## config.mk

```make
export PLATFORM = sky130hd
export DESIGN_NAME = sync_length_checksum_frame_parser_flat
export DESIGN_NICKNAME = d
export VERILOG_FILES = /design/src/slcfp_pkg.sv /design/src/slcfp_in_if.sv /design/src/slcfp_out_if.sv /design/src/sync_length_checksum_frame_parser.sv /design/src/slcfp_front.sv /design/src/slcfp_queue.sv /design/src/slcfp_back.sv /design/src/flat_wrapper.sv
export SDC_FILE = /design/constraint.sdc
export NUM_CORES = 1
export LEC_CHECK = 0
export BUFFER_PORTS_ARGS = -buffer_cell sky130_fd_sc_hd__buf_4
export CAP_MARGIN = 20
export CELL_PAD_IN_SITES_DETAIL_PLACEMENT = 0
export CELL_PAD_IN_SITES_GLOBAL_PLACEMENT = 1
export CORE_MARGIN = 4
export CORE_UTILIZATION = 47
export DETAILED_ROUTE_END_ITERATION = 10
export PLACE_DENSITY_LB_ADDON = 0.08
export SYNTH_ARGS = -nofsm -noshare
export SYNTH_HDL_FRONTEND = slang
export SYNTH_SLANG_ARGS = --single-unit
```

## constraint.sdc

```tcl
create_clock -name i_clk -period 9.7 [get_ports i_clk]
set_input_delay 0.485 -clock i_clk [delete_from_list [all_inputs] [get_ports i_clk]]
set_output_delay 0.485 -clock i_clk [all_outputs]
set_load 0.01 [all_outputs]
```

## src/slcfp_pkg.sv

```systemverilog
// Shared types and constants of the sync/length/checksum frame parser.
`default_nettype none

package slcfp_pkg;

    // Parser phase codes (front end)
    localparam logic [2:0] PH_HUNT   = 3'd0;
    localparam logic [2:0] PH_LEN_HI = 3'd1;
    localparam logic [2:0] PH_LEN_LO = 3'd2;
    localparam logic [2:0] PH_BODY   = 3'd3;
    localparam logic [2:0] PH_CHECK  = 3'd4;

    // Beat classes handed from the front end to the back end
    localparam logic [2:0] K_LEN_HI = 3'd0;
    localparam logic [2:0] K_LEN_LO = 3'd1;
    localparam logic [2:0] K_ZERO   = 3'd2;
    localparam logic [2:0] K_FIRST  = 3'd3;
    localparam logic [2:0] K_ADDR   = 3'd4;
    localparam logic [2:0] K_BODY   = 3'd5;
    localparam logic [2:0] K_CHECK  = 3'd6;

    // Result status codes
    localparam logic [1:0] ST_GOOD = 2'd0;
    localparam logic [1:0] ST_BAD  = 2'd1;
    localparam logic [1:0] ST_ZERO = 2'd2;

    // Configuration register indexes
    localparam logic CFG_SYNC   = 1'b0;
    localparam logic CFG_REPORT = 1'b1;

    localparam logic [7:0] SYNC_RESET   = 8'hAA;
    localparam logic [7:0] REPORT_RESET = 8'h70;

    // First and last body byte that lands in the address
    localparam logic [15:0] ADDR_FIRST = 16'd3;
    localparam logic [15:0] ADDR_LAST  = 16'd8;
    localparam logic [15:0] ADDR_MIN_LEN = 16'd9;

    // Queue between front and back end
    localparam int QDEPTH = 4;
    localparam int QAW    = $clog2(QDEPTH);
    localparam int QCW    = QAW + 1;

    typedef struct packed {
        logic [2:0] kind;
        logic [7:0] data;
    } t_beat;

    typedef struct packed {
        logic [1:0]  status;
        logic [7:0]  opcode;
        logic [15:0] body_length;
        logic [7:0]  received_checksum;
        logic [7:0]  computed_checksum;
        logic [47:0] device_address;
        logic        address_valid;
    } t_result;

endpackage

`default_nettype wire

```

## src/slcfp_in_if.sv

```systemverilog
// Input byte channel: valid/ready handshake with one received byte.
`default_nettype none

interface slcfp_in_if;
    logic       valid;
    logic       ready;
    logic [7:0] data_byte;

    modport source (output valid, output data_byte, input ready);
    modport sink   (input valid, input data_byte, output ready);
endinterface

`default_nettype wire

```

## src/slcfp_out_if.sv

```systemverilog
// Result channel: valid/ready handshake with one frame report.
`default_nettype none

interface slcfp_out_if;
    logic        valid;
    logic        ready;
    logic [1:0]  status;
    logic [7:0]  opcode;
    logic [15:0] body_length;
    logic [7:0]  received_checksum;
    logic [7:0]  computed_checksum;
    logic [47:0] device_address;
    logic        address_valid;

    modport source (output valid, output status, output opcode, output body_length,
                    output received_checksum, output computed_checksum,
                    output device_address, output address_valid, input ready);
    modport sink   (input valid, input status, input opcode, input body_length,
                    input received_checksum, input computed_checksum,
                    input device_address, input address_valid, output ready);
endinterface

`default_nettype wire

```

## src/sync_length_checksum_frame_parser.sv

```systemverilog
// Top level of the sync/length/checksum frame parser.
//
//   channel  dir  handshake         payload
//   in_ch    in   valid/ready       data_byte[7:0]
//   out_ch   out  valid/ready       status, opcode, body_length, received_checksum,
//                                   computed_checksum, device_address, address_valid
//   cfg      in   i_cfg_we          i_cfg_idx (0 sync_byte, 1 report_opcode), i_cfg_data
//
// One byte is taken every cycle while the four-beat queue has room; the front end
// classifies it in the cycle it arrives and the back end retires one beat a cycle
// unless a report beat waits on a full result slot. A taken checksum or length byte
// passes the queue, then the result register, later behind queued beats or a stall.
// Reset clears phase, queue and result valid; config returns to 0xAA and 0x70.
// An output stall stops only report beats in the back end; bytes keep flowing
// into the queue until it fills, then in_ch.ready drops.
`default_nettype none

module sync_length_checksum_frame_parser (
    input  wire logic       i_clk,
    input  wire logic       i_rst_n,
    slcfp_in_if.sink        in_ch,
    slcfp_out_if.source     out_ch,
    input  wire logic       i_cfg_we,
    input  wire logic       i_cfg_idx,
    input  wire logic [7:0] i_cfg_data
);
    import slcfp_pkg::*;

    logic [7:0] r_sync_byte;
    logic [7:0] r_report_opcode;
    logic       push, pop, q_full, q_valid;
    t_beat      front_beat, q_beat;

    always_ff @(posedge i_clk) begin
        if (!i_rst_n) begin
            r_sync_byte     <= SYNC_RESET;
            r_report_opcode <= REPORT_RESET;
        end else if (i_cfg_we) begin
            unique case (i_cfg_idx)
                CFG_SYNC:   r_sync_byte     <= i_cfg_data;
                CFG_REPORT: r_report_opcode <= i_cfg_data;
                default:    r_sync_byte     <= r_sync_byte;
            endcase
        end
    end

    slcfp_front u_front (
        .i_clk       (i_clk),
        .i_rst_n     (i_rst_n),
        .in_ch       (in_ch),
        .i_sync_byte (r_sync_byte),
        .i_q_full    (q_full),
        .o_push      (push),
        .o_beat      (front_beat)
    );

    slcfp_queue u_queue (
        .i_clk   (i_clk),
        .i_rst_n (i_rst_n),
        .i_push  (push),
        .i_beat  (front_beat),
        .i_pop   (pop),
        .o_full  (q_full),
        .o_valid (q_valid),
        .o_beat  (q_beat)
    );

    slcfp_back u_back (
        .i_clk           (i_clk),
        .i_rst_n         (i_rst_n),
        .i_q_valid       (q_valid),
        .i_beat          (q_beat),
        .i_report_opcode (r_report_opcode),
        .o_pop           (pop),
        .out_ch          (out_ch)
    );

endmodule

`default_nettype wire

```

## src/slcfp_front.sv

```systemverilog
// Front end: hunts for sync, tracks frame position and classifies each frame byte.
`default_nettype none

module slcfp_front (
    input  wire logic          i_clk,
    input  wire logic          i_rst_n,
    slcfp_in_if.sink           in_ch,
    input  wire logic [7:0]    i_sync_byte,
    input  wire logic          i_q_full,
    output logic               o_push,
    output slcfp_pkg::t_beat   o_beat
);
    import slcfp_pkg::*;

    logic [2:0]  r_phase, n_phase;
    logic [15:0] r_len, n_len;
    logic [15:0] r_count, n_count;
    logic [15:0] count_inc;
    logic [15:0] len_full;
    logic        accept;

    assign in_ch.ready = !i_q_full;
    assign accept      = in_ch.valid && !i_q_full;
    assign count_inc   = r_count + 16'd1;
    assign len_full    = {r_len[15:8], in_ch.data_byte};

    always_comb begin
        n_phase     = r_phase;
        n_len       = r_len;
        n_count     = r_count;
        o_push      = 1'b0;
        o_beat.data = in_ch.data_byte;
        o_beat.kind = K_BODY;
        if (accept) begin
            unique case (r_phase)
                PH_LEN_HI: begin
                    o_push      = 1'b1;
                    o_beat.kind = K_LEN_HI;
                    n_len       = {in_ch.data_byte, 8'h00};
                    n_phase     = PH_LEN_LO;
                end
                PH_LEN_LO: begin
                    o_push  = 1'b1;
                    n_len   = len_full;
                    n_count = '0;
                    if (len_full == '0) begin
                        o_beat.kind = K_ZERO;
                        n_phase     = PH_HUNT;
                    end else begin
                        o_beat.kind = K_LEN_LO;
                        n_phase     = PH_BODY;
                    end
                end
                PH_BODY: begin
                    o_push = 1'b1;
                    if (r_count == '0) begin
                        o_beat.kind = K_FIRST;
                    end else if (r_count >= ADDR_FIRST && r_count <= ADDR_LAST) begin
                        o_beat.kind = K_ADDR;
                    end else begin
                        o_beat.kind = K_BODY;
                    end
                    n_count = count_inc;
                    if (count_inc >= r_len) begin
                        n_phase = PH_CHECK;
                    end
                end
                PH_CHECK: begin
                    o_push      = 1'b1;
                    o_beat.kind = K_CHECK;
                    n_phase     = PH_HUNT;
                end
                default: begin
                    // hunt; unused codes fall back here too
                    n_phase = (in_ch.data_byte == i_sync_byte) ? PH_LEN_HI : PH_HUNT;
                end
            endcase
        end
    end

    always_ff @(posedge i_clk) begin
        if (!i_rst_n) begin
            r_phase <= PH_HUNT;
            r_len   <= '0;
            r_count <= '0;
        end else begin
            r_phase <= n_phase;
            r_len   <= n_len;
            r_count <= n_count;
        end
    end

endmodule

`default_nettype wire

```

## src/slcfp_queue.sv

```systemverilog
// Short beat queue between front and back end.
`default_nettype none

module slcfp_queue (
    input  wire logic               i_clk,
    input  wire logic               i_rst_n,
    input  wire logic               i_push,
    input  wire slcfp_pkg::t_beat   i_beat,
    input  wire logic               i_pop,
    output logic                    o_full,
    output logic                    o_valid,
    output slcfp_pkg::t_beat        o_beat
);
    import slcfp_pkg::*;

    t_beat          r_mem [QDEPTH];
    logic [QAW-1:0] r_wp, r_rp;
    logic [QCW-1:0] r_cnt;
    logic           do_push, do_pop;

    assign o_full  = (r_cnt == QCW'(QDEPTH));
    assign o_valid = (r_cnt != '0);
    assign o_beat  = r_mem[r_rp];
    assign do_push = i_push && !o_full;
    assign do_pop  = i_pop && o_valid;

    always_ff @(posedge i_clk) begin
        if (do_push) begin
            r_mem[r_wp] <= i_beat;
        end
    end

    always_ff @(posedge i_clk) begin
        if (!i_rst_n) begin
            r_wp  <= '0;
            r_rp  <= '0;
            r_cnt <= '0;
        end else begin
            if (do_push) begin
                r_wp <= r_wp + QAW'(1);
            end
            if (do_pop) begin
                r_rp <= r_rp + QAW'(1);
            end
            unique case ({do_push, do_pop})
                2'b10:   r_cnt <= r_cnt + QCW'(1);
                2'b01:   r_cnt <= r_cnt - QCW'(1);
                default: r_cnt <= r_cnt;
            endcase
        end
    end

endmodule

`default_nettype wire

```

## src/slcfp_back.sv

```systemverilog
// Back end: checksum, opcode and address tracking, result register.
`default_nettype none

module slcfp_back (
    input  wire logic               i_clk,
    input  wire logic               i_rst_n,
    input  wire logic               i_q_valid,
    input  wire slcfp_pkg::t_beat   i_beat,
    input  wire logic [7:0]         i_report_opcode,
    output logic                    o_pop,
    slcfp_out_if.source             out_ch
);
    import slcfp_pkg::*;

    logic [15:0] r_len, n_len;
    logic [7:0]  r_sum, n_sum;
    logic [7:0]  r_op, n_op;
    logic [47:0] r_addr, n_addr;
    logic        r_out_valid;
    t_result     r_out, n_out;
    logic        has_result, slot_free, load;
    logic [7:0]  calc;
    logic        addr_ok;

    assign has_result = (i_beat.kind == K_ZERO) || (i_beat.kind == K_CHECK);
    assign slot_free  = !r_out_valid || out_ch.ready;
    assign o_pop      = i_q_valid && (!has_result || slot_free);
    assign load       = o_pop && has_result;
    assign calc       = 8'd0 - r_sum;
    assign addr_ok    = (r_op == i_report_opcode) && (r_len >= ADDR_MIN_LEN);

    always_comb begin
        n_len = r_len;
        n_sum = r_sum;
        n_op  = r_op;
        n_addr = r_addr;
        n_out = '0;
        n_out.status = ST_ZERO;
        unique case (i_beat.kind)
            K_LEN_HI: begin
                n_len = {i_beat.data, 8'h00};
                n_sum = i_beat.data;
            end
            K_LEN_LO: begin
                n_len  = {r_len[15:8], i_beat.data};
                n_sum  = r_sum + i_beat.data;
                n_op   = '0;
                n_addr = '0;
            end
            K_ZERO: begin
                n_len  = '0;
                n_op   = '0;
                n_addr = '0;
            end
            K_FIRST: begin
                n_sum = r_sum + i_beat.data;
                n_op  = i_beat.data;
            end
            K_ADDR: begin
                n_sum  = r_sum + i_beat.data;
                n_addr = {r_addr[39:0], i_beat.data};
            end
            K_CHECK: begin
                n_out.status            = (calc == i_beat.data) ? ST_GOOD : ST_BAD;
                n_out.opcode            = r_op;
                n_out.body_length       = r_len;
                n_out.received_checksum = i_beat.data;
                n_out.computed_checksum = calc;
                n_out.device_address    = addr_ok ? r_addr : '0;
                n_out.address_valid     = addr_ok;
            end
            default: begin
                n_sum = r_sum + i_beat.data;
            end
        endcase
    end

    always_ff @(posedge i_clk) begin
        if (!i_rst_n) begin
            r_len       <= '0;
            r_sum       <= '0;
            r_op        <= '0;
            r_addr      <= '0;
            r_out_valid <= 1'b0;
        end else begin
            if (o_pop) begin
                r_len  <= n_len;
                r_sum  <= n_sum;
                r_op   <= n_op;
                r_addr <= n_addr;
            end
            if (load) begin
                r_out_valid <= 1'b1;
            end else if (out_ch.ready) begin
                r_out_valid <= 1'b0;
            end
        end
    end

    always_ff @(posedge i_clk) begin
        if (load) begin
            r_out <= n_out;
        end
    end

    assign out_ch.valid             = r_out_valid;
    assign out_ch.status            = r_out.status;
    assign out_ch.opcode            = r_out.opcode;
    assign out_ch.body_length       = r_out.body_length;
    assign out_ch.received_checksum = r_out.received_checksum;
    assign out_ch.computed_checksum = r_out.computed_checksum;
    assign out_ch.device_address    = r_out.device_address;
    assign out_ch.address_valid     = r_out.address_valid;

    // A result beat only leaves the queue when the output slot can take it
    a_no_overwrite: assert property (@(posedge i_clk) disable iff (!i_rst_n)
        (r_out_valid && !out_ch.ready) |-> !load)
        else $error("result register overwritten while stalled");

    // A zero-length report carries no frame contents
    a_zero_clean: assert property (@(posedge i_clk) disable iff (!i_rst_n)
        (r_out_valid && out_ch.status == ST_ZERO) |->
            (out_ch.opcode == '0 && out_ch.body_length == '0 &&
             !out_ch.address_valid && out_ch.computed_checksum == '0))
        else $error("zero-length report has nonzero fields");

    // Address bits stay clear unless the address is flagged
    a_addr_gate: assert property (@(posedge i_clk) disable iff (!i_rst_n)
        (r_out_valid && !out_ch.address_valid) |-> (out_ch.device_address == '0))
        else $error("device address leaks without address_valid");

    // Status agrees with the checksum compare
    a_status: assert property (@(posedge i_clk) disable iff (!i_rst_n)
        (r_out_valid && out_ch.status != ST_ZERO) |->
            ((out_ch.status == ST_GOOD) ==
             (out_ch.received_checksum == out_ch.computed_checksum)))
        else $error("status disagrees with checksum compare");

endmodule

`default_nettype wire
```

## src/flat_wrapper.sv

```systemverilog
// flat-port wrapper written by rule: the top's interface ports become plain ports
module sync_length_checksum_frame_parser_flat import slcfp_pkg::*;
  (i_clk, i_rst_n, i_cfg_we, i_cfg_idx, i_cfg_data, in_ch_valid, in_ch_data_byte, in_ch_ready, out_ch_valid, out_ch_status, out_ch_opcode, out_ch_body_length, out_ch_received_checksum, out_ch_computed_checksum, out_ch_device_address, out_ch_address_valid, out_ch_ready);
  slcfp_in_if in_ch_i ();
  slcfp_out_if out_ch_i ();
  input  wire logic i_clk;
  input  wire logic i_rst_n;
  input  wire logic i_cfg_we;
  input  wire logic i_cfg_idx;
  input  wire logic [7:0] i_cfg_data;
  input wire logic [$bits(in_ch_i.valid)-1:0] in_ch_valid;
  input wire logic [$bits(in_ch_i.data_byte)-1:0] in_ch_data_byte;
  output wire logic [$bits(in_ch_i.ready)-1:0] in_ch_ready;
  output wire logic [$bits(out_ch_i.valid)-1:0] out_ch_valid;
  output wire logic [$bits(out_ch_i.status)-1:0] out_ch_status;
  output wire logic [$bits(out_ch_i.opcode)-1:0] out_ch_opcode;
  output wire logic [$bits(out_ch_i.body_length)-1:0] out_ch_body_length;
  output wire logic [$bits(out_ch_i.received_checksum)-1:0] out_ch_received_checksum;
  output wire logic [$bits(out_ch_i.computed_checksum)-1:0] out_ch_computed_checksum;
  output wire logic [$bits(out_ch_i.device_address)-1:0] out_ch_device_address;
  output wire logic [$bits(out_ch_i.address_valid)-1:0] out_ch_address_valid;
  input wire logic [$bits(out_ch_i.ready)-1:0] out_ch_ready;
  assign in_ch_i.valid = in_ch_valid;
  assign in_ch_i.data_byte = in_ch_data_byte;
  assign in_ch_ready = in_ch_i.ready;
  assign out_ch_valid = out_ch_i.valid;
  assign out_ch_status = out_ch_i.status;
  assign out_ch_opcode = out_ch_i.opcode;
  assign out_ch_body_length = out_ch_i.body_length;
  assign out_ch_received_checksum = out_ch_i.received_checksum;
  assign out_ch_computed_checksum = out_ch_i.computed_checksum;
  assign out_ch_device_address = out_ch_i.device_address;
  assign out_ch_address_valid = out_ch_i.address_valid;
  assign out_ch_i.ready = out_ch_ready;
  sync_length_checksum_frame_parser u_core (.i_clk(i_clk), .i_rst_n(i_rst_n), .in_ch(in_ch_i), .out_ch(out_ch_i), .i_cfg_we(i_cfg_we), .i_cfg_idx(i_cfg_idx), .i_cfg_data(i_cfg_data));
endmodule
```

==> results of run 1 <==
## cell type report
| cell class | count | area (µm²) | area share [%] |
|---|---|---|---|
| Sequential cell | 276 | 6880 | 48.6 |
| Multi-Input combinational cell | 725 | 4860 | 34.3 |
| Timing Repair Buffer | 120 | 907 | 6.41 |
| Clock buffer | 39 | 825 | 5.82 |
| Tap cell | 330 | 413 | 2.92 |
| Inverter | 40 | 150 | 1.06 |
| Clock inverter | 15 | 133 | 0.936 |
## synth_stat cells (all sizes together) (3+ instances only)
| master | instances |
|---|---|
| nor4 | 15 |
| buf | 22 |
| and3 | 34 |
| nor2b | 72 |
| o211a | 5 |
| edfxtp | 135 |
| o2111ai | 4 |
| a21oi | 25 |
| mux4 | 10 |
| nand2 | 97 |
| nand2b | 6 |
| nor3 | 18 |
| or3 | 5 |
| a31oi | 3 |
| o21a | 4 |
| nor3b | 4 |
| nand4 | 5 |
| mux2i | 7 |
| inv | 40 |
| o211ai | 4 |
| xor2 | 30 |
| nor2 | 43 |
| a21o | 6 |
| xnor2 | 20 |
| o31ai | 5 |
| and2 | 66 |
| nor4b | 3 |
| nand3 | 60 |
| a21boi | 29 |
| ha | 31 |
| a22oi | 52 |
| o21ai | 39 |
| dfxtp | 141 |
| nand3b | 4 |
| clkbuf | 43 |
## worst paths after layout
kind | depth (start not counted) | endpoint
hold reg to reg | 2 | u_core.u_back.r_len[13]
hold / removal | 3 | u_core.r_sync_byte[7]
setup reg to reg | 6 | u_core.u_back.r_addr[7]
setup / recovery | 6 | u_core.u_back.r_addr[7]
## per-stage QoR
stage / power [W] / hold slack, ps / cells / worst slack (ps) / instance area (µm²)
final: 0.00331 / 176 / 1545 / 6080 / 14200
after global routing: 0.00348 / 156 / 1545 / 5700 / 14200
after CTS: 0.00335 / 149 / 1544 / 6000 / 14100
after detailed placement: 0.00225 / 470 / 1490 / 6020 / 13200
after global placement: 0.00224 / 460 / 1490 / 6040 / 13200
after floorplan: 0.00204 / 444 / 1106 / 1620 / 12200
## cells by family (layout without fill, tap and decap cells)
| logic type | after synthesis | in the layout | synth area share (%) |
|---|---|---|---|
| xor gates and xnor gates | 50 | 50 | 3.59 |
| AOI/OAI and AO/OA | 188 | 188 | 10.6 |
| buffers and inverters | 105 | 214 | 3.77 |
| muxes | 18 | 18 | 2.52 |
| and+or+nand+nor | 436 | 436 | 19.6 |
| DFF | 276 | 276 | 56.4 |
| adders and majority gates | 33 | 33 | 3.51 |
## metal layers
layer | vias up | GRT usage [%]
li1 | 4109 | -
met1 | 3860 | 25.7
met2 | 177 | 27.9
met3 | 28 | 2.99
met4 | 0 | 4.24
met5 | - | 0
## critical path, cell delays in order, from the launching register on
cell	delay, ps
sky130_fd_sc_hd__dfxtp_1	790
sky130_fd_sc_hd__mux4_2	910
sky130_fd_sc_hd__nor4b_4	250
sky130_fd_sc_hd__buf_4	290
sky130_fd_sc_hd__o21ba_2	960
sky130_fd_sc_hd__a22oi_1	210
sky130_fd_sc_hd__nor2b_1	130
## flip-flops by register name (all words and copies together), names as in the netlist, 2 cells and up, named ones only
signal	cells
u_core.u_back.out_ch.device_address	48
u_core.u_back.r_addr	48
u_core.u_queue.r_mem	44
u_core.u_back.out_ch.body_length	16
u_core.u_back.r_len	16
u_core.u_front.r_count	16
u_core.u_front.r_len	16
u_core.r_report_opcode	8
u_core.r_sync_byte	8
u_core.u_back.out_ch.computed_checksum	8
u_core.u_back.out_ch.opcode	8
u_core.u_back.out_ch.received_checksum	8
u_core.u_back.r_op	8
u_core.u_back.r_sum	8
u_core.u_front.r_phase	3
u_core.u_queue.r_cnt	3
u_core.u_back.out_ch.status	2
u_core.u_queue.r_rp	2
u_core.u_queue.r_wp	2
## power by group through the flow
stage                     registers, W  logic, W  clock network (W)
final                          0.00145  0.000774            0.00109
after CTS                      0.00145  0.000781            0.00112
after global routing           0.00146  0.000849            0.00117
after global placement         0.00147  0.000766                  0
after detailed placement       0.00147  0.000776                  0
after floorplan                0.00152  0.000520                  0
==> impl_metrics.toml, run 1 <==
[outcome]
run_status = "completed"

[clock_tree]
cts_inserted_buffers = 29
hold_buf_count_cts = 0
htree_levels = 1
post-cts-setup-buffers = 0
post_cts.resized_instances = 0
clock_tree.buffer_depth = 3
clk_sinks = 276
cts_tree = "yes"
clk_latency_ps = 540
cts.clk_slew.worst_paths_ps = 60
cts.root.buffer_cell = "sky130_fd_sc_hd__clkbuf_16"

[final_layout]
final.fill_count = 2227
utilization_pct = 55.9
fraction_of_layout_instances_using_a_drive_strength_above_1_pct = 16.2
antenna_cells = 0
fin_nets = 1247
highest_count_cells_in_the_layout_ignoring_fill_and_taps = "141 x sky130_fd_sc_hd__dfxtp_1, 135 x sky130_fd_sc_hd__edfxtp_1, 119 x sky130_fd_sc_hd__buf_4"
area_growth_syn_to_layout_pct = 16.2
layout.cells.most_common = "sky130_fd_sc_hd__dfxtp_1"

[placed_design]
finalWeightedCongestion = 0.809
hpwlAfterDp_mm = 17.0
count_of_input_and_output_buffers = 114

[logic_synthesis]
syn-mean-instance-area_um2 = 11.0
postSynthRegisterBits = 276
number_of_instances_in_the_synthesized_netlist = 1106
syn-num-nets = 1161
netlist_area_mm2 = 0.0122
synth_edf_count = 135
yosysUniqueCellTypes = 64
ys.warnings.count = 0
yosys.area.top_type_share_pct = 33.3
fraction_of_registers_with_async_set_or_reset_after_synthesis_pct = 0
synth_top_flop_cell = "sky130_fd_sc_hd__dfxtp_1"
yosysTopAreaCell = "sky130_fd_sc_hd__edfxtp_1"
yosysSeqAreaShare_pct = 56.4
synth_area_leaders = "sky130_fd_sc_hd__edfxtp_1 33%, sky130_fd_sc_hd__dfxtp_1 23%, sky130_fd_sc_hd__nor2b_1 3.6%"

[grt]
grt_overflow_total = 0
antenna_found_initial = 0
grt_pass1_vias = 7793
gr-usage-all-layers_pct = 17.7
grt_first_pass_wirelength_mm = 41.6
grt_start_max_net_pins = 85

[timing]
final.min_clock_period_ps = 3620
report.final.setup_viol = 0
tightest_pin_transition_ps = 1010
setup_repair_after_global_routing_missed_its_margin = "no"
peak_clock_frequency_supported_by_timing_mhz = 276
tns_setup_ps = 0
maxSlewViolCount = 0
clock-skew-final_ps = 15.1
layout_worst_path_cycle_share_pct = 37.3
worst_slew_margin_rel_pct = 32.6
final_hold_viol_count = 0

[flow_run]
timing.max_cap.violations = 0

[power_and_ir_drop]
switching_share_pct = 30.1
ir_drop_mv = 0.126
power_frac_clock_pct = 32.9
power_density_mw_per_mm2 = 234
pwr-share-seq_pct = 43.7
combPwrFrac_pct = 23.4
netSwitchingPower_w = 0.000996
power.static_leakage_nw = 5.11
p_int_w = 0.00232

[worst_setup_path]
worst-setup-path-type = "register to register"
r2r_setup_slack_ps = 6080
timing.critical_path.arrival_ps = 4100
timing.critical_path.required_ps = 10180
worstSetupEndpointType = "register"
worst-path-max-fanout = 49
worstSetupStartpointType = "register"

[floorplanning]
floorplan.die.height_um = 169
horizontal_extent_of_the_die_um = 169
placement_rows = 58
core_area_mm2 = 0.0253
start_util_pct = 48.1
design.die.area_mm2 = 0.0286
ios = 115

[drt]
wl_per_cell_um = 16.7
viasPerCell = 5.29
routed-via-count = 8174
first_pass_iters = 6
highest-signal-layer = "met4"
detailedRoute.firstIterationViolations = 612
met1Wirelength_mm = 12.5
post-route-drc-count = 0
wirelength_mm = 25.8
ant_nets = 0
routed-wl-met2_mm = 11.6
met3WireLength_mm = 1.37

[min_path]
holdCritStartpoint = "i_cfg_data[7]"
worst_hold_path_type = "primary input to register"
Note: power is estimated with default switching activity, not from simulation.
==> inputs of run 2 (changes only) <==
--- a/config.mk
+++ b/config.mk
@@ -10,7 +10,7 @@
 export CELL_PAD_IN_SITES_DETAIL_PLACEMENT = 0
 export CELL_PAD_IN_SITES_GLOBAL_PLACEMENT = 1
 export CORE_MARGIN = 4
-export CORE_UTILIZATION = 47
+export CORE_UTILIZATION = 43
 export DETAILED_ROUTE_END_ITERATION = 10
 export PLACE_DENSITY_LB_ADDON = 0.08
 export SYNTH_ARGS = -nofsm -noshare
==> constraint.sdc (replaced) <==
create_clock -name i_clk -period 3.3 [get_ports i_clk]
set_input_delay 0.165 -clock i_clk [delete_from_list [all_inputs] [get_ports i_clk]]
set_output_delay 0.165 -clock i_clk [all_outputs]
set_load 0.01 [all_outputs]
==> impl_metrics.toml, run 2 (synthesized netlist as in run 1, its figures left out) <==
[timing]
tightest_pin_transition_ps = 857
setup_repair_after_global_routing_missed_its_margin = "no"
peak_clock_frequency_supported_by_timing_mhz = 335
maxSlewViolCount = 0
final.min_clock_period_ps = 2980
final_hold_viol_count = 0
layout_worst_path_cycle_share_pct = 90.3
worst_slew_margin_rel_pct = 42.7
setup_ws_ps = 319
clock-skew-final_ps = 12.4
report.final.setup_viol = 0

[floorplanning]
ios = 115
design.die.area_mm2 = 0.0311
horizontal_extent_of_the_die_um = 176
core_area_mm2 = 0.0279
floorplan.die.height_um = 176
placement_rows = 61
start_util_pct = 43.7

[worst_setup_path]
timing.critical_path.required_ps = 3760
worst-setup-path-type = "register to register"
start_point_of_the_critical_path = "u_core.u_front.r_count[5]"
r2r_setup_slack_ps = 320
r2r_start = "u_core.u_front.r_count[5]"
worst-path-max-fanout = 8
timing.critical_path.arrival_ps = 3450
worstSetupStartpointType = "register"
worstSetupEndpointType = "register"

[drt]
ant_nets = 0
routed-via-count = 8372
first_pass_iters = 5
wl_per_cell_um = 16.9
post-route-drc-count = 0
wirelength_mm = 27.4
detailedRoute.firstIterationViolations = 518
viasPerCell = 5.15

[final_layout]
fraction_of_layout_instances_using_a_drive_strength_above_1_pct = 17.1
fin_nets = 1281
highest_count_cells_in_the_layout_ignoring_fill_and_taps = "140 x sky130_fd_sc_hd__dfxtp_1, 135 x sky130_fd_sc_hd__edfxtp_1, 134 x sky130_fd_sc_hd__buf_4"
area_growth_syn_to_layout_pct = 19.4
antenna_cells = 0
layout.cells.most_common = "sky130_fd_sc_hd__dfxtp_1"
utilization_pct = 52.2

[clock_tree]
post-cts-setup-buffers = 0
cts.root.buffer_cell = "sky130_fd_sc_hd__clkbuf_16"
cts_tree = "yes"
htree_levels = 1
cts.clk_slew.worst_paths_ps = 60
clock_tree.buffer_depth = 3
clk_latency_ps = 540
cts_inserted_buffers = 29
clk_sinks = 276

[grt]
grtUsageMet3_pct = 2.46
grt_first_pass_wirelength_mm = 44.2
globalRouteMet1Util_pct = 24.9
gr-usage-all-layers_pct = 17.4
use_met2_pct = 28.6
grt_pass1_vias = 8206
antenna_found_initial = 0
grt.busiest_layer = "met2"
grt_overflow_total = 0
grt_start_max_net_pins = 91

[placed_design]
pre_cts_slack_ps = 280
count_of_input_and_output_buffers = 114
finalWeightedCongestion = 0.804
hpwlAfterDp_mm = 18.5

[outcome]
run_status = "completed"

[flow_run]
timing.max_cap.violations = 0

[power_and_ir_drop]
ir_drop_mv = 0.380
power.static_leakage_nw = 5.26
power_density_mw_per_mm2 = 680
power_w = 0.00989

[min_path]
holdCritStartpoint = "out_ch_ready"
worst_hold_path_type = "primary input to register"
==> run 2: changes by cell type in the layout (fill, tap and decap cells not counted), sizes merged <==
cell         before  now
buf             119  137
dlygate4sd3       0   17
clkbuf           40   33
clkinv           10   14
bufinv            2    3
clkinvlp          2    3
inv              41   40
==> run 2: metal layers <==
| metal | vias to the layer above | wire length (µm) |
|---|---|---|
| met5 | - | 0 |
| met4 | 0 | 388 |
| met3 | 32 | 1250 |
| li1 | 4183 | - |
| met1 | 3990 | 13000 |
| met2 | 167 | 12800 |
==> run 2: layout make-up <==
class	count	area, µm²
fill	2518	13300
clock inverter	20	183
clock buffer	33	761
sequential	276	6880
multi-input combinational	725	4870
tap	378	473
timing repair buffer	154	1240
inverter	40	150
==> run 2: worst paths after layout <==
path,endpoint,depth (start not counted)
worst min register to register,u_core.u_back.r_len[10],2
worst min-delay path,u_core.u_back.out_ch.valid,3
worst max register to register,u_core.u_front.r_phase[0],11
worst max-delay path,u_core.u_front.r_phase[0],11
==> run 2: power by group <==
group	switching, W	internal [W]	total [W]
logic	0.00149	0.000956	0.00244
clock network	0.00133	0.00188	0.00321
registers	0.000185	0.00405	0.00424
total	0.00301	0.00689	0.00989
==> run 2: through the flow <==
| step | cells | cell area [µm²] | hold slack (ps) | TNS, ps |
|---|---|---|---|---|
| 2_1_floorplan | 1106 | 12200 | 264 | -49470 |
| 3_3_place_gp | 1555 | 13400 | 396 | 0 |
| 3_5_place_dp | 1555 | 13400 | 395 | 0 |
| 4_1_cts | 1625 | 14500 | 61.9 | 0 |
| 5_1_grt | 1626 | 14600 | 70.3 | 0 |
| 6_report | 1626 | 14600 | 76.8 | 0 |
==> run 2: what timing repair did <==
action,in CTS,in global routing
resized for setup,0,2
hold buffers,17,0
endpoints found under the hold margin,64,0
setup endpoints to repair,0,3
==> run 2: critical path, cell delays in order, from the launching register on <==
cell                        delay [ps]
sky130_fd_sc_hd__dfxtp_1           450
sky130_fd_sc_hd__nand4_1           190
sky130_fd_sc_hd__nor2_1            190
sky130_fd_sc_hd__and3_1            220
sky130_fd_sc_hd__and3_1            180
sky130_fd_sc_hd__xor2_1            220
sky130_fd_sc_hd__ha_1              280
sky130_fd_sc_hd__a21o_1            180
sky130_fd_sc_hd__a21o_1            170
sky130_fd_sc_hd__a2111oi_1         390
sky130_fd_sc_hd__a31o_2            260
sky130_fd_sc_hd__mux2i_1           190
==> inputs of run 3 (changes only) <==
--- a/config.mk
+++ b/config.mk
@@ -11,6 +11,7 @@
 export CELL_PAD_IN_SITES_GLOBAL_PLACEMENT = 1
 export CORE_MARGIN = 4
 export CORE_UTILIZATION = 43
+export CTS_BUF_LIST = sky130_fd_sc_hd__clkbuf_16
 export DETAILED_ROUTE_END_ITERATION = 10
 export PLACE_DENSITY_LB_ADDON = 0.08
 export SYNTH_ARGS = -nofsm -noshare
==> impl_metrics.toml, run 3 (synthesized netlist as in run 1, its figures left out) <==
[timing]
setup_ws_ps = 323
tns_setup_ps = 0
peak_clock_frequency_supported_by_timing_mhz = 336
final_hold_viol_count = 0
maxSlewViolCount = 0
layout_worst_path_cycle_share_pct = 90.2
clock-skew-final_ps = 10.9
setup_repair_after_global_routing_missed_its_margin = "no"
worst_slew_margin_rel_pct = 42.4
final.min_clock_period_ps = 2980
tightest_pin_transition_ps = 862
report.final.setup_viol = 0

[power_and_ir_drop]
power.static_leakage_nw = 5.26
power_frac_clock_pct = 32.1
combPwrFrac_pct = 24.8
power_density_mw_per_mm2 = 677
p_int_w = 0.00684
pwr-share-seq_pct = 43.1
switching_share_pct = 30.5
power_w = 0.00984
netSwitchingPower_w = 0.00300
ir_drop_mv = 0.378

[flow_run]
timing.max_cap.violations = 0

[worst_setup_path]
r2r_setup_slack_ps = 320
timing.critical_path.required_ps = 3760
crit_chain = "nand4_1 -> nor2_1 -> and3_1 -> and3_1 -> xor2_1 -> ha_1 -> a21o_1 -> a21o_1 -> a2111oi_1 -> a31o_2 -> mux2i_1"
worstSetupEndpoint = "u_core.u_front.r_phase[0]"
critPathTopFamily = "compound AO/OA/AOI/OAI gates"
path_buf_inv = 0
timing.critical_path.slowest_cell_delay_ps = 450
timing.critical_path.arrival_ps = 3440
regToRegEndpoint = "u_core.u_front.r_phase[0]"
worst-setup-path-type = "register to register"
worst-path-max-fanout = 8
length_in_cells_of_the_worst_reg_to_reg_path = 11
worstSetupEndpointType = "register"
r2r_start = "u_core.u_front.r_count[5]"
worstSetupStartpointType = "register"
start_point_of_the_critical_path = "u_core.u_front.r_count[5]"
critical_path_depth = 11
cp_slowest_cell = "sky130_fd_sc_hd__dfxtp_1"

[clock_tree]
clk_sinks = 276
clock_tree.buffer_depth = 3
cts_tree = "yes"
clk_latency_ps = 540
cts_inserted_buffers = 29
post-cts-setup-buffers = 0
cts.root.buffer_cell = "sky130_fd_sc_hd__clkbuf_16"
htree_levels = 1
cts.clk_slew.worst_paths_ps = 60

[placed_design]
place_inst = 1555
pre_cts_slack_ps = 280
count_of_input_and_output_buffers = 114
finalWeightedCongestion = 0.804
hpwlAfterDp_mm = 18.5

[final_layout]
stdcell_count = 1626
layout.cells.most_common = "sky130_fd_sc_hd__dfxtp_1"
antenna_cells = 0
highest_count_cells_in_the_layout_ignoring_fill_and_taps = "140 x sky130_fd_sc_hd__dfxtp_1, 135 x sky130_fd_sc_hd__edfxtp_1, 134 x sky130_fd_sc_hd__buf_4"
fin_nets = 1281
fraction_of_layout_instances_using_a_drive_strength_above_1_pct = 16.9
area_growth_syn_to_layout_pct = 19.3

[drt]
detailedRoute.firstIterationViolations = 518
routed-via-count = 8384
viasPerCell = 5.16
first_pass_iters = 5
wl_per_cell_um = 16.8
wirelength_mm = 27.4
post-route-drc-count = 0
ant_nets = 0

[floorplanning]
floorplan.die.height_um = 176
horizontal_extent_of_the_die_um = 176
start_util_pct = 43.7
design.die.area_mm2 = 0.0311
core_area_mm2 = 0.0279
ios = 115
placement_rows = 61

[grt]
antenna_found_initial = 0
grt_overflow_total = 0
grt_first_pass_wirelength_mm = 44.2
gr-usage-all-layers_pct = 17.4
grt_pass1_vias = 8206
grt_start_max_net_pins = 91

[outcome]
run_status = "completed"

[min_path]
worst_hold_path_type = "primary input to register"
[run 3: cell count changes in the layout (fill, tap and decap cells not counted)]
cell and change:
sky130_fd_sc_hd__clkbuf_1 -2, sky130_fd_sc_hd__clkbuf_8 -2, sky130_fd_sc_hd__clkinv_1 +2, sky130_fd_sc_hd__inv_1 +2
[run 3: worst min-delay path by stage]
stage / endpoint / from / slack (ps) / depth (start not counted)
global placement: u_core.r_sync_byte[5] / i_cfg_data[5] / 400 / 3
CTS: u_core.u_back.out_ch.valid / out_ch_ready / 60 / 3
floorplan: u_core.u_queue.r_mem[0][0] / in_ch_data_byte[0] / 260 / 0
finish: u_core.u_back.out_ch.valid / out_ch_ready / 80 / 3
detailed placement: u_core.r_sync_byte[7] / i_cfg_data[7] / 390 / 3
global route: u_core.u_back.out_ch.valid / out_ch_ready / 70 / 3
[run 3: final cells by class]
cell class | count | area, µm²
flip-flops and latches | 276 | 6880
inverters | 40 | 150
clock buffers | 29 | 726
repair buffers | 154 | 1240
multi-input cells | 725 | 4870
well taps | 378 | 473
fillers | 2523 | 13300
clock inverters | 24 | 198
[run 3: per-layer routing]
metal / track usage (%) / part of all wire [%] / vias to the layer above
li1: - / - / 4183
met1: 24.9 / 47 / 4005
met2: 28.6 / 47 / 164
met3: 2.46 / 4.6 / 32
met4: 3.61 / 1.4 / 0
met5: 0 / 0 / -
[run 3: what timing repair did]
item,CTS,global route
gates resized for setup,0,2
hold buffers,17,0
setup endpoints to repair,0,3
endpoints found under the hold margin,64,0
[run 3: power groups by stage]
stage          sequential (W)  clock, W  combinational, W
2_1_floorplan         0.00438         0           0.00155
3_3_place_gp          0.00430         0           0.00242
3_5_place_dp          0.00431         0           0.00242
4_1_cts               0.00424   0.00324           0.00245
5_1_grt               0.00427   0.00337           0.00270
6_report              0.00424   0.00316           0.00244
[run 3: worst min-delay path, delay by kind of cell]
family | cells | cell delay [ps]
AOI/OAI and AO/OA | 1 | 210
and+or+nand+nor | 1 | 120
buffers and inverters | 1 | 80
[run 3: metrics by stage]
step                utilization [%]  hold WS, ps  area [µm²]
floorplan                         -          264       12200
global placement               48.2          396       13400
detailed placement             48.2          395       13400
CTS                            52.1         61.9       14500
global route                   52.2         70.3       14500
finish                         52.2         76.9       14500
